**config.mk**
```make
export PLATFORM = sky130hd
export DESIGN_NAME = rmsu_verdict
export DESIGN_NICKNAME = d
export VERILOG_FILES = /design/src/sv/rmsu_pkg.sv /design/src/sv/rmsu_verdict.sv
export SDC_FILE = /design/constraint.sdc
export NUM_CORES = 1
export LEC_CHECK = 0
export ABC_AREA = 1
export BUFFER_PORTS_ARGS = -buffer_cell sky130_fd_sc_hd__buf_2
export CELL_PAD_IN_SITES_DETAIL_PLACEMENT = 1
export CELL_PAD_IN_SITES_GLOBAL_PLACEMENT = 2
export CORE_ASPECT_RATIO = 0.75
export CORE_MARGIN = 2
export CORE_UTILIZATION = 15
export DETAILED_ROUTE_END_ITERATION = 8
export PLACE_DENSITY = 0.68
export SYNTH_ARGS = -nofsm -noshare
export SYNTH_HDL_FRONTEND = slang
export SYNTH_SLANG_ARGS = --single-unit
```
**constraint.sdc**
```tcl
create_clock -name aclk -period 1.1 [get_ports aclk]
set_input_delay 0.055 -clock aclk [delete_from_list [all_inputs] [get_ports aclk]]
set_output_delay 0.055 -clock aclk [all_outputs]
set_load 0.02 [all_outputs]
```
**src/sv/rmsu_pkg.sv**
```systemverilog
// shared types and codes for the repeat message suppressor
package rmsu_pkg;

    typedef enum logic [2:0] {
        VC_FIRST       = 3'd0,
        VC_LEN_CHANGED = 3'd1,
        VC_CONTENT     = 3'd2,
        VC_DUPLICATE   = 3'd3,
        VC_DISABLED    = 3'd4,
        VC_TOO_LONG    = 3'd5
    } verdict_code_t;

    localparam logic CFG_HEADER_OFFSET = 1'b0;
    localparam logic CFG_FILTER_ENABLE = 1'b1;

    // one byte on its way from the tracker to the verdict stage
    typedef struct packed {
        logic [7:0] data;
        logic       last;
        logic       cmp_en;
        logic       too_long;
        logic       first;
        logic       disabled;
        logic       len_changed;
    } rmsu_item_t;

endpackage

```
**src/sv/rmsu_verdict.sv**
```systemverilog
// byte compare, mismatch accumulation and verdict output register
module rmsu_verdict
    import rmsu_pkg::*;
(
    input  logic          aclk,
    input  logic          aresetn,
    input  logic          item_valid,
    input  rmsu_item_t    item,
    output logic          item_take,
    input  logic [7:0]    rd_data,
    output logic          m_valid,
    input  logic          m_ready,
    output logic          m_forward,
    output logic [2:0]    m_verdict_code
);

    logic          mism_reg, mism_next;
    logic          m_valid_reg, m_valid_next;
    verdict_code_t code_reg, code_next;
    logic          consume, mism_acc, out_free;

    assign out_free  = !m_valid_reg || m_ready;
    // only a final byte needs room in the output register
    assign item_take = !item.last || out_free;
    assign consume   = item_valid && item_take;
    assign mism_acc  = mism_reg || (item.cmp_en && (rd_data != item.data));

    always_comb begin
        if (item.too_long) begin
            code_next = VC_TOO_LONG;
        end else if (item.first) begin
            code_next = VC_FIRST;
        end else if (item.disabled) begin
            code_next = VC_DISABLED;
        end else if (item.len_changed) begin
            code_next = VC_LEN_CHANGED;
        end else if (mism_acc) begin
            code_next = VC_CONTENT;
        end else begin
            code_next = VC_DUPLICATE;
        end
    end

    always_comb begin
        mism_next    = mism_reg;
        m_valid_next = m_valid_reg && !m_ready;
        if (consume) begin
            if (item.last) begin
                mism_next    = 1'b0;
                m_valid_next = 1'b1;
            end else begin
                mism_next = mism_acc;
            end
        end
    end

    always_ff @(posedge aclk) begin
        if (!aresetn) begin
            mism_reg    <= 1'b0;
            m_valid_reg <= 1'b0;
        end else begin
            mism_reg    <= mism_next;
            m_valid_reg <= m_valid_next;
        end
    end

    always_ff @(posedge aclk) begin
        if (consume && item.last) begin
            code_reg <= code_next;
        end
    end

    assign m_valid        = m_valid_reg;
    assign m_verdict_code = code_reg;
    assign m_forward      = code_reg != VC_DUPLICATE;

endmodule

```
==> results.sh <==
export IMPL_cts_setup_buffers=0
export IMPL_synth_cell_area_um2=385
export IMPL_grt_antenna_before_repair=0
export IMPL_seq_power_share_pct=37.8
export IMPL_holdPathEnd="m_valid"
export IMPL_hpwl_um=969
export IMPL_drtIter0Drc=3
export IMPL_fillers=334
export IMPL_numCtsBuffers=3
export IMPL_min_period_over_period_pct=92.5
export IMPL_r2r_start="m_valid"
export IMPL_cts_tree="built"
export IMPL_drc=0
export IMPL_die_area_mm2=0.00299
export IMPL_root_buffer="clkbuf_4"
export IMPL_grt_overflow=0
export IMPL_required_ns=1.05
export IMPL_p_total_mw=0.568
export IMPL_yosysSeqAreaShare_pct=33.8
export IMPL_setup_violations=0
export IMPL_holdWs_ns=0.0315
export IMPL_ctsResizeCount=0
export IMPL_start_util_pct=16.3
export IMPL_die_x_um=62.5
export IMPL_status="complete, no violations"
export IMPL_postPlaceCellArea_um2=587
export IMPL_syn_avg_cell_area_um2=5.93
export IMPL_nNetsFinal=127
export IMPL_end_kind="flip-flop"
export IMPL_grt_util_all_layers_pct=6.65
export IMPL_syn_num_nets=91
export IMPL_synth_seq_cells=5
export IMPL_grt_max_degree=5
export IMPL_drive_gt1_share_pct=42.0
export IMPL_finalWirelength_um=1030
export IMPL_drv_cap=0
export IMPL_diodes=0
export IMPL_r2r_end="m_verdict_code[0]"
export IMPL_grt_pass1_wl_um=1570
export IMPL_p_sw_share_pct=26.8
export IMPL_cp_start_kind="flip-flop"
export IMPL_post_place_cells=130
export IMPL_fin_ws_ns=0.0830
export IMPL_p_int_mw=0.416
export IMPL_vias_per_cell=3.54
export IMPL_max_freq_mhz=983
export IMPL_synth_cell_types=13
export IMPL_clockPowerShare_pct=36.9
export IMPL_rrSetupSlack_ns=0.08
export IMPL_design_area_um2=622
export IMPL_clkSinkCount=5
export IMPL_tightest_slew_ns=0.282
export IMPL_portBuffers=31
export IMPL_hp_class="input port to flip-flop"
export IMPL_clockBufferDepth=2
export IMPL_firstDrtPassIters=3
export IMPL_pre_cts_slack_ns=0.0641
export IMPL_clk_latency_ns=0.24
export IMPL_min_path_cells=3
export IMPL_syn_inst=65
export IMPL_power_frac_comb_pct=25.3
export IMPL_rsz0062_at_grt="no"
export IMPL_crit_type="flip-flop to flip-flop"
export IMPL_yosys_warnings=0
export IMPL_cp_max_fo=4
export IMPL_avgRoutedWirePerCell_um=7.70
export IMPL_die_h_um=47.9
export IMPL_vias=474
export IMPL_ir_worst_vdd_mv=0.218
export IMPL_antenna_left=0
export IMPL_h_tree_depth=1
export IMPL_core_area_mm2=0.00236
export IMPL_finClkSkew_ns=0.00370
export IMPL_hold_start="aresetn"
export IMPL_clkSlewWorstSetupHoldPaths_ns=0.04
export IMPL_cts_hold_fix_buffers=0
export IMPL_final_util_pct=26.3
export IMPL_grt_pass1_vias=439
export IMPL_maxSlewViolCount=0
export IMPL_cp_arrival_ns=0.97
export IMPL_worstRegToRegCells=7
export IMPL_tns_ns=0
export IMPL_power_density_mw_per_mm2=913
export IMPL_gp_congestion=0.605
export IMPL_largest_register_ffs=3
export IMPL_io_pins=32
export IMPL_finalCriticalPeriod_ns=1.02
export IMPL_power_switching_mw=0.152
export IMPL_syn2layout_area_growth_pct=61.4
export IMPL_layout_cells_non_filler=134
export IMPL_hold_viol=0
export IMPL_cellLeakagePower_nw=0.374
export IMPL_max_slew_margin_pct=81.0
export IMPL_row_count=15
==> layer usage <==
layer / share of wire (%) / track usage [%] / vias to the layer above
met2: 51 / 13.1 / 11
met3: 4.0 / 0.706 / 2
met5: 0 / 0 / -
met4: 1.6 / 4.00 / 0
li1: - / - / 258
met1: 43 / 7.39 / 203
==> cell usage after synthesis <==
cell type / n / area share, %
nor3_1: 1 / 1.3
nor2_1: 2 / 1.9
dfxtp_1: 2 / 10
xnor2_1: 3 / 6.8
nand2_1: 29 / 28
o211ai_1: 1 / 1.9
nand3b_1: 1 / 1.9
edfxtp_1: 3 / 23
o21ai_1: 1 / 1.3
o21ai_0: 1 / 1.3
a21oi_1: 1 / 1.3
inv_1: 19 / 19
nor4_1: 1 / 1.6
==> kinds of logic after synthesis <==
| kind of cell | count (synthesis) | synth area share, % |
|---|---|---|
| AO/OA/AOI/OAI | 4 | 5.84 |
| XOR/XNOR | 3 | 6.82 |
| buffers and inverters | 19 | 18.5 |
| flip-flops | 5 | 33.8 |
| AND/OR/NAND/NOR | 34 | 35.1 |
==> final cells by class <==
cell class	instances	area, µm²	share of cell area (%)
multi-input combinational	41	195	31.4
tap	34	42.5	6.84
clock buffer	4	26.3	4.23
inverter	19	71.3	11.5
sequential	5	131	21.1
timing repair buffer	31	155	24.9
==> power by group through the flow <==
stage / combinational [mW] / sequential [mW] / clock [mW]
after floorplan: 0.0611 / 0.226 / 0
after global placement: 0.138 / 0.217 / 0
after detailed placement: 0.143 / 0.217 / 0
after CTS: 0.143 / 0.214 / 0.220
after global routing: 0.164 / 0.216 / 0.229
final: 0.144 / 0.214 / 0.210
==> worst max-delay path by stage <==
stage	start	to	slack [ns]	cells after the start
after floorplan	m_valid	m_verdict_code[0]	-0.02	7
after global placement	m_valid	m_verdict_code[1]	0.09	7
after detailed placement	m_valid	m_verdict_code[0]	0.06	7
after CTS	m_valid	m_verdict_code[0]	0.05	7
after global routing	m_valid	m_verdict_code[0]	0.008	7
final	m_valid	m_verdict_code[0]	0.08	7
==> cell usage in the layout, fill, tap and decap left out, drive strengths merged <==
| master | synthesis | final |
|---|---|---|
| o21ai | 2 | 2 |
| dfxtp | 2 | 2 |
| clkbuf | 0 | 4 |
| nand2 | 29 | 29 |
| o211ai | 1 | 1 |
| a21oi | 1 | 1 |
| nand3b | 1 | 1 |
| edfxtp | 3 | 3 |
| xnor2 | 3 | 3 |
| buf | 0 | 31 |
| inv | 19 | 19 |
| nor2 | 2 | 2 |
| nor4 | 1 | 1 |
| nor3 | 1 | 1 |
==> critical path: stages (launching register included) <==
cell     delay (ns)
dfxtp_2        0.31
nand2_2        0.06
inv_2          0.04
nand2_2        0.06
nand2_1        0.06
inv_2          0.06
nand2_2        0.05
inv_2          0.08
No activity file was read; power rests on OpenSTA's default activity.
