### src/sv/rmsu_pkg.sv
// shared types and codes for the repeat message suppressor
package rmsu_pkg;

    typedef enum logic [2:0] {
        VC_FIRST       = 3'd0,
        VC_LEN_CHANGED = 3'd1,
        VC_CONTENT     = 3'd2,
        VC_DUPLICATE   = 3'd3,
        VC_DISABLED    = 3'd4,
        VC_TOO_LONG    = 3'd5
    } verdict_code_t;

    localparam logic CFG_HEADER_OFFSET = 1'b0;
    localparam logic CFG_FILTER_ENABLE = 1'b1;

    // one byte on its way from the tracker to the verdict stage
    typedef struct packed {
        logic [7:0] data;
        logic       last;
        logic       cmp_en;
        logic       too_long;
        logic       first;
        logic       disabled;
        logic       len_changed;
    } rmsu_item_t;

endpackage

### src/sv/rmsu_track.sv
// byte position tracking, store addressing and per-message bookkeeping
module rmsu_track
    import rmsu_pkg::*;
#(
    parameter int MAX_MESSAGE_BYTES = 4096,
    parameter int ADDR_W = $clog2(MAX_MESSAGE_BYTES)
) (
    input  logic              aclk,
    input  logic              aresetn,
    input  logic [7:0]        header_offset,
    input  logic              filter_enable,
    input  logic              s_valid,
    output logic              s_ready,
    input  logic [7:0]        s_data_byte,
    input  logic              s_last_byte,
    input  logic              item_take,
    output logic              item_valid,
    output rmsu_item_t        item,
    output logic              ram_wr_en,
    output logic              ram_rd_en,
    output logic [ADDR_W-1:0] ram_addr
);

    localparam int POS_CAP = MAX_MESSAGE_BYTES + 257;
    localparam int POS_W   = $clog2(POS_CAP + 1);
    localparam int LEN_W   = $clog2(MAX_MESSAGE_BYTES + 1);

    localparam logic [POS_W-1:0] POS_CAP_V = POS_W'(POS_CAP);
    localparam logic [POS_W-1:0] MAX_V     = POS_W'(MAX_MESSAGE_BYTES);

    logic [POS_W-1:0] pos_reg, pos_next;
    logic             ovf_reg, ovf_next;
    logic             have_prev_reg, have_prev_next;
    logic [LEN_W-1:0] prev_len_reg, prev_len_next;
    logic             valid_reg, valid_next;
    rmsu_item_t       item_reg, item_next;

    logic [POS_W-1:0] hdr_ext, prev_len_ext, idx_full, pos_inc, len_full;
    logic             accept, past_hdr, in_range, store_hit, overflow_now;

    assign s_ready = !valid_reg || item_take;
    assign accept  = s_valid && s_ready;

    always_comb begin
        hdr_ext      = POS_W'(header_offset);
        prev_len_ext = POS_W'(prev_len_reg);
        past_hdr     = pos_reg >= hdr_ext;
        idx_full     = pos_reg - hdr_ext;
        in_range     = idx_full < MAX_V;
        store_hit    = past_hdr && in_range;
        overflow_now = ovf_reg || (past_hdr && !in_range);
        pos_inc      = (pos_reg < POS_CAP_V) ? pos_reg + POS_W'(1) : pos_reg;
        len_full     = (pos_inc > hdr_ext) ? pos_inc - hdr_ext : '0;
    end

    assign ram_addr  = idx_full[ADDR_W-1:0];
    assign ram_wr_en = accept && store_hit;
    assign ram_rd_en = accept;

    always_comb begin
        item_next.data        = s_data_byte;
        item_next.last        = s_last_byte;
        item_next.cmp_en      = have_prev_reg && store_hit && (idx_full < prev_len_ext);
        item_next.too_long    = overflow_now;
        item_next.first       = !have_prev_reg;
        item_next.disabled    = !filter_enable;
        item_next.len_changed = len_full != prev_len_ext;
    end

    always_comb begin
        pos_next       = pos_reg;
        ovf_next       = ovf_reg;
        have_prev_next = have_prev_reg;
        prev_len_next  = prev_len_reg;
        valid_next     = valid_reg && !item_take;
        if (accept) begin
            valid_next = 1'b1;
            if (s_last_byte) begin
                pos_next = '0;
                ovf_next = 1'b0;
                if (overflow_now) begin
                    have_prev_next = 1'b0;
                    prev_len_next  = '0;
                end else begin
                    have_prev_next = 1'b1;
                    prev_len_next  = len_full[LEN_W-1:0];
                end
            end else begin
                pos_next = pos_inc;
                ovf_next = overflow_now;
            end
        end
    end

    always_ff @(posedge aclk) begin
        if (!aresetn) begin
            pos_reg       <= '0;
            ovf_reg       <= 1'b0;
            have_prev_reg <= 1'b0;
            prev_len_reg  <= '0;
            valid_reg     <= 1'b0;
        end else begin
            pos_reg       <= pos_next;
            ovf_reg       <= ovf_next;
            have_prev_reg <= have_prev_next;
            prev_len_reg  <= prev_len_next;
            valid_reg     <= valid_next;
        end
    end

    always_ff @(posedge aclk) begin
        if (accept) begin
            item_reg <= item_next;
        end
    end

    assign item_valid = valid_reg;
    assign item       = item_reg;

endmodule

### config.mk
export PLATFORM = sky130hd
export DESIGN_NAME = rmsu_track
export DESIGN_NICKNAME = d
export VERILOG_FILES = /design/src/sv/rmsu_pkg.sv /design/src/sv/rmsu_track.sv
export SDC_FILE = /design/constraint.sdc
export NUM_CORES = 1
export LEC_CHECK = 0
export BUFFER_PORTS_ARGS = -buffer_cell sky130_fd_sc_hd__clkbuf_2
export CAP_MARGIN = 20
export CORE_MARGIN = 5
export CORE_UTILIZATION = 45
export CTS_BUF_LIST = sky130_fd_sc_hd__clkbuf_8 sky130_fd_sc_hd__clkbuf_16
export CTS_CLUSTER_DIAMETER = 50
export CTS_CLUSTER_SIZE = 14
export DETAILED_ROUTE_END_ITERATION = 8
export MAX_ROUTING_LAYER = met4
export PLACE_DENSITY = 0.68
export SLEW_MARGIN = 20
export SYNTH_ARGS = -nofsm -noshare
export SYNTH_HDL_FRONTEND = slang
export SYNTH_SLANG_ARGS = --single-unit
### constraint.sdc
create_clock -name aclk -period 3.6 [get_ports aclk]
set_input_delay 0.54 -clock aclk [delete_from_list [all_inputs] [get_ports aclk]]
set_output_delay 0.54 -clock aclk [all_outputs]
set_load 0.01 [all_outputs]
==> flow_summary.yaml, run 1 <==
logic_synthesis:
  synth_fp_nets: 461
  ys_ff_latch: 43
  ys.flop_type: "dfxtp_1"
  yosys_warnings: 0
  yosysUniqueCellTypes: 66
  syn_area_per_cell_um2: 8.657
  synth_top_area_frac: 0.1644
  synth_edf_count: 14
  yosys.area.top_type: "dfxtp_1"
  ys_async_sr_fraction: 0
  synth_area_um2: 3532
  synth.most_common_cell: "inv_1"
  syn_inst: 408
  yosysSeqAreaShare: 0.2834
  synth_commonest_cells: "inv_1, nand2_1, dfxtp_1, ha_1, nor2_1"
  synth.area.top_cells: "dfxtp_1, edfxtp_1, ha_1"
route:
  vias: 3471
  drt-wirelength-per-cell_um: 15.99
  dr.pass1.iters: 4
  drc: 0
  post_drt_via_cell_ratio: 5.398
  drtAntennaViolNets: 0
  wirelength_mm: 10.28
  drtIter0Drc: 104
critical_path:
  worstPathRequired_ns: 3.65
  max_stage_delay_ns: 0.41
  crit_path_end_kind: "flip-flop"
  crit_fanout: 6
  r2r_start: "pos_reg[9]"
  arrival_ns: 3.78
  start_kind: "flip-flop"
  worst-r2r-cell-count: 13
  reg2reg_to: "item[0]"
  critPathKind: "reg -> reg"
  cp_cell_sequence: "or3_4 > o21ai_4 > mux2_4 > ha_4 > nor2b_4 > o31a_1 > o41a_1 > o211ai_1 > nand3b_4 > o21ai_2 > nand3_2 > a2111oi_4 > nand4_1"
  slowest_stage: "o41a_1"
  rrSetupSlack_ns: -0.13
power:
  power_leakage_nw: 2.124
  vdd_ir_drop_max_mv: 0.1880
  cellPowerDensity_nw_per_um2: 247.5
finish:
  largest_register_ffs: 14
  fin_util: 0.6291
  final_area_um2: 4836
  fin_nets: 593
  multi_input_area_um2: 2517
  drive_gt1_frac: 0.3826
  fillCellCount: 672
  regArea_um2: 1013
  area_growth_pct: 36.91
  fin_cells: 643
  antenna-diode-count: 0
sta:
  finalHoldViolCount: 0
  slew_headroom: 0.6599
  tns_ns: -0.1327
  fmax_mhz: 267.9
  finalCriticalPeriod_ns: 3.733
  drv_slew: 0
  period_share: 1.037
  setup-violations-final: 1
  rsz0062_at_grt: "true"
  tightest_slew_ns: 0.5102
  setup_ws_ns: -0.1327
  worst_hold_slack_ns: 0.4013
  clock_skew_ns: 0.009151
global_routing:
  grt_max_degree: 21
  track_usage: 0.2161
  globalRoute.totalOverflow: 0
  grt_pass1_wl_mm: 16.72
  antenna_found_initial: 0
  grt_pass1_vias: 3446
worst_hold_path:
  min-delay-start: "s_data_byte[0]"
  holdPathEnd: "item[6]"
  hold_path_depth: 1
  hold_class: "in -> reg"
clocking:
  clock_latency_ns: 0.31
  tritoncts: "built"
  clock_path_buffers: 2
  cts_buffers: 5
  clockRootBuffer: "clkbuf_8"
  clk_pin_slew_ns: 0.09
  htree_levels: 2
  cts.sinks: 43
  hold_buffers: 0
die:
  die_x_um: 98.60
  io_pins: 52
  dieArea_um2: 9721
  std_cell_rows: 32
  core_um2: 7687
  initial_core_util: 0.4595
  die_h_um: 98.60
placed_design:
  place_hpwl_mm: 8.116
  place_area_um2: 4409
  finalWeightedCongestion: 0.9104
  place_inst: 620
  portBuffers: 51
run:
  drv_cap: 0
status:
  status: "finished with violations"
  violations: "setup timing"
-- area by class of cell --
type / instances / area share
multi-input combinational: 318 / 0.5206
sequential: 43 / 0.2096
timing repair buffer: 137 / 0.1871
inverter: 35 / 0.02820
tap: 102 / 0.02639
clock buffer: 5 / 0.01423
clock inverter: 3 / 0.01397
-- power by group --
part | internal (W) | total (W) | switching, W
registers | 0.000512 | 0.000517 | 0.00000439
logic | 0.000102 | 0.000219 | 0.000117
clock network | 0.000277 | 0.000461 | 0.000184
-- worst max-delay path: cells and delay by family (launching register included) --
| family | cells | cell delay [ns] |
|---|---|---|
| AO/OA/AOI/OAI | 6 | 1.62 |
| adder cells (fa/ha/maj) | 1 | 0.22 |
| flip-flops | 1 | 0.37 |
| multiplexers | 1 | 0.35 |
| AND/OR/NAND/NOR | 5 | 0.90 |
-- metrics by stage --
stage          worst slack [ns]  total power [W]
6_report                -0.1327         0.001197
5_1_grt                 -0.2933         0.001253
4_1_cts                -0.08192         0.001198
3_5_place_dp            -0.2180        0.0007329
3_3_place_gp            -0.1539        0.0007285
2_1_floorplan          -0.05403        0.0006476
-- cell families (layout without fill, tap and decap cells) --
kind of cell	Yosys count	count (layout)	share of synthesized area
multiplexers	4	4	0.01311
adder cells (fa/ha/maj)	31	31	0.1141
AO/OA/AOI/OAI	111	111	0.2203
AND/OR/NAND/NOR	142	142	0.2256
buffers and inverters	47	180	0.06518
flip-flops	43	43	0.2834
XOR/XNOR	30	30	0.07828
-- cells in the final DEF (no fill, tap or decap), types with 3 or more instances in the layout --
master and n:
nor3_1 11, and2_1 8, ha_1 25, o211ai_1 4, nor2_2 3, a21oi_1 9
inv_1 32, a22oi_1 9, o31ai_1 4, o21ai_1 9, nand2b_1 4, and3_1 4
nand3_1 8, nor4_4 3, edfxtp_1 14, a31oi_1 5, nor2b_1 12, clkbuf_2 50
dfxtp_1 23, nor2_1 23, ha_4 4, nand4_1 6, xor2_1 8, a21oi_2 3
nand2_1 32, dfxtp_2 4, clkbuf_8 5, a21boi_0 4, o21ai_0 21, a22o_1 4
o21a_1 10, xnor2_1 16, buf_4 85, xor2_2 3
-- how the worst max path moves through the flow --
| stage | depth (start not counted) | to | slack [ns] | from |
|---|---|---|---|---|
| floorplan | 14 | item[0] | -0.05 | pos_reg[11] |
| global placement | 13 | item[0] | -0.15 | pos_reg[9] |
| detailed placement | 13 | item[0] | -0.22 | pos_reg[9] |
| CTS | 14 | item[0] | -0.08 | pos_reg[0] |
| global route | 17 | item[0] | -0.29 | pos_reg[7] |
| finish | 13 | item[0] | -0.13 | pos_reg[9] |
-- routing by layer --
metal	part of all wire	track usage	wire, µm	vias up
li1	-	-	-	1732
met4	0.015	0.05672	158	0
met2	0.52	0.3734	5295	54
met3	0.029	0.02902	303	16
met1	0.44	0.2656	4522	1669
met5	0	-	0	-
-- what timing repair did --
action	in CTS	in global routing
setup buffers	10	6
gates resized for setup	17	26
endpoints found under the setup margin	8	18
pin swaps	14	24
Power figures use the tool's default switching activity.
==> inputs of run 2 (changes only) <==
Settings changed: CORE_UTILIZATION 45 to 50, PLACE_DENSITY 0.68 to 0.74, SLEW_MARGIN 20 to 25.
==> run 2 against run 1 <==
Net effect: the flow still finishes with violations (setup timing); first-iteration DRC count is 130% higher; sequential share of layout area down 0.51 points; largest power group unchanged; final cell count grew 0.62%; core utilization rose by 9.5 points; critical path depth increased by 1; critical endpoint unchanged; register-to-register slack about the same; final area up 2.4%.
==> flow_summary.yaml, run 2 (same netlist as run 1, synthesis figures left out) <==
critical_path:
  crit_fanout: 4
  crit_path_end_kind: "flip-flop"
  worstPathRequired_ns: 3.65
  arrival_ns: 3.77
  start_kind: "flip-flop"
  critPathKind: "reg -> reg"
sta:
  period_share: 1.033
  slew_headroom: 0.6581
  rsz0062_at_grt: "true"
  finalCriticalPeriod_ns: 3.719
  clock_skew_ns: 0.01100
  setup_ws_ns: -0.1187
  fmax_mhz: 268.9
  setup-violations-final: 3
  tightest_slew_ns: 0.5128
  finalHoldViolCount: 0
  drv_slew: 0
clocking:
  clk_pin_slew_ns: 0.10
  htree_levels: 2
  cts.sinks: 43
  clock_path_buffers: 2
  clockRootBuffer: "clkbuf_8"
  clock_latency_ns: 0.31
  cts_buffers: 5
  tritoncts: "built"
status:
  status: "finished with violations"
  violations: "setup timing"
global_routing:
  grt_pass1_vias: 3678
  grt_max_degree: 21
  busiest_layer: "met2"
  track_usage: 0.2558
  grt.met2_usage: 0.4329
  grt_use_met1: 0.3152
  globalRoute.totalOverflow: 0
  grt_use_met3: 0.03045
  antenna_found_initial: 0
  grt_pass1_wl_mm: 17.48
power:
  power_frac_comb: 0.212
  vdd_ir_drop_max_mv: 0.1669
  power.share.sequential: 0.484
  clkPwrFrac: 0.304
  switching_power_w: 0.0003136
  switching_share: 0.2936
  finalPower_w: 0.001068
  cellPowerDensity_nw_per_um2: 215.8
  power_leakage_nw: 2.176
  p_int_w: 0.0007546
finish:
  multi_input_area_um2: 2589
  fin_nets: 603
  final_common_cell: "buf_4"
  final_area_um2: 4950
  antenna-diode-count: 0
  mostFrequentLayoutCells: "buf_4, clkbuf_2, nand2_1, inv_1, ha_1"
  fin_util: 0.7245
  regArea_um2: 1012
  largest_register_ffs: 14
  fillCellCount: 515
  area_growth_pct: 40.13
  drive_gt1_frac: 0.4102
die:
  io_pins: 52
  die_h_um: 94.05
  dieArea_um2: 8845
  initial_core_util: 0.5170
  die_x_um: 94.05
  core_um2: 6832
  std_cell_rows: 30
route:
  wirelength_mm: 10.70
  drt-wirelength-per-cell_um: 16.54
  dr.pass1.iters: 5
  vias: 3638
  drtAntennaViolNets: 0
  drc: 0
  drtIter0Drc: 236
  post_drt_via_cell_ratio: 5.623
run:
  drv_cap: 0
placed_design:
  finalWeightedCongestion: 0.9418
  place_area_um2: 4447
  portBuffers: 51
  place_hpwl_mm: 8.217
worst_hold_path:
  hold_class: "in -> reg"
[run 2: what timing repair did]
action | 4_1_cts | 5_1_grt
endpoints found under the setup margin | 15 | 17
setup buffers | 12 | 8
gates resized for setup | 25 | 36
pin swaps | 21 | 22
hold buffers | 0 | 0
[run 2: critical path, cell delays in order, from the launching register on]
cell,delay [ns]
dfxtp_4,0.37
nor4_4,0.35
a21oi_2,0.14
nor2_2,0.22
buf_6,0.15
xor2_4,0.16
ha_1,0.26
a21oi_1,0.12
and2b_2,0.25
o31a_4,0.39
nand3b_1,0.19
mux2_4,0.33
xnor2_1,0.14
a2111oi_2,0.27
nand4_1,0.12
[run 2: metrics by stage]
step	std cells	setup WS (ns)	TNS [ns]	hold slack [ns]
global placement	620	-0.1455	-0.2664	0.4373
CTS	640	-0.07521	-0.09588	0.4019
finish	647	-0.1187	-0.1510	0.4009
floorplan	408	-0.05403	-0.05403	0.4295
global route	647	-0.3666	-1.887	0.3895
detailed placement	620	-0.1893	-0.5739	0.4508
[run 2: area by class of cell]
cell class	count	area share
multi-input combinational	318	0.5230
tap	96	0.02427
clock inverter	3	0.005056
inverter	35	0.02755
clock buffer	5	0.01390
sequential	43	0.2045
timing repair buffer	147	0.2017
[run 2: worst paths after layout]
| path | end | cells past startpoint | slack (ns) | start |
|---|---|---|---|---|
| min | item[11] | 1 | 0.40 | s_data_byte[5] |
| max | item[0] | 14 | -0.12 | pos_reg[1] |
| max reg2reg | item[0] | 14 | -0.12 | pos_reg[1] |
| min reg2reg | prev_len_ext[1] | 2 | 0.46 | prev_len_ext[1] |
[run 2: power groups by stage]
stage / Combinational [W] / Clock, W / Sequential (W)
after CTS: 0.000216 / 0.000328 / 0.000517
after global placement: 0.000200 / 0 / 0.000529
after detailed placement: 0.000205 / 0 / 0.000530
after floorplan: 0.000113 / 0 / 0.000534
after global routing: 0.000248 / 0.000350 / 0.000517
final: 0.000227 / 0.000325 / 0.000517
[run 2: routing by layer]
layer	up-vias	routed length, µm
li1	1763	-
met1	1732	4458
met2	116	5414
met3	27	501
met4	0	329
met5	-	0
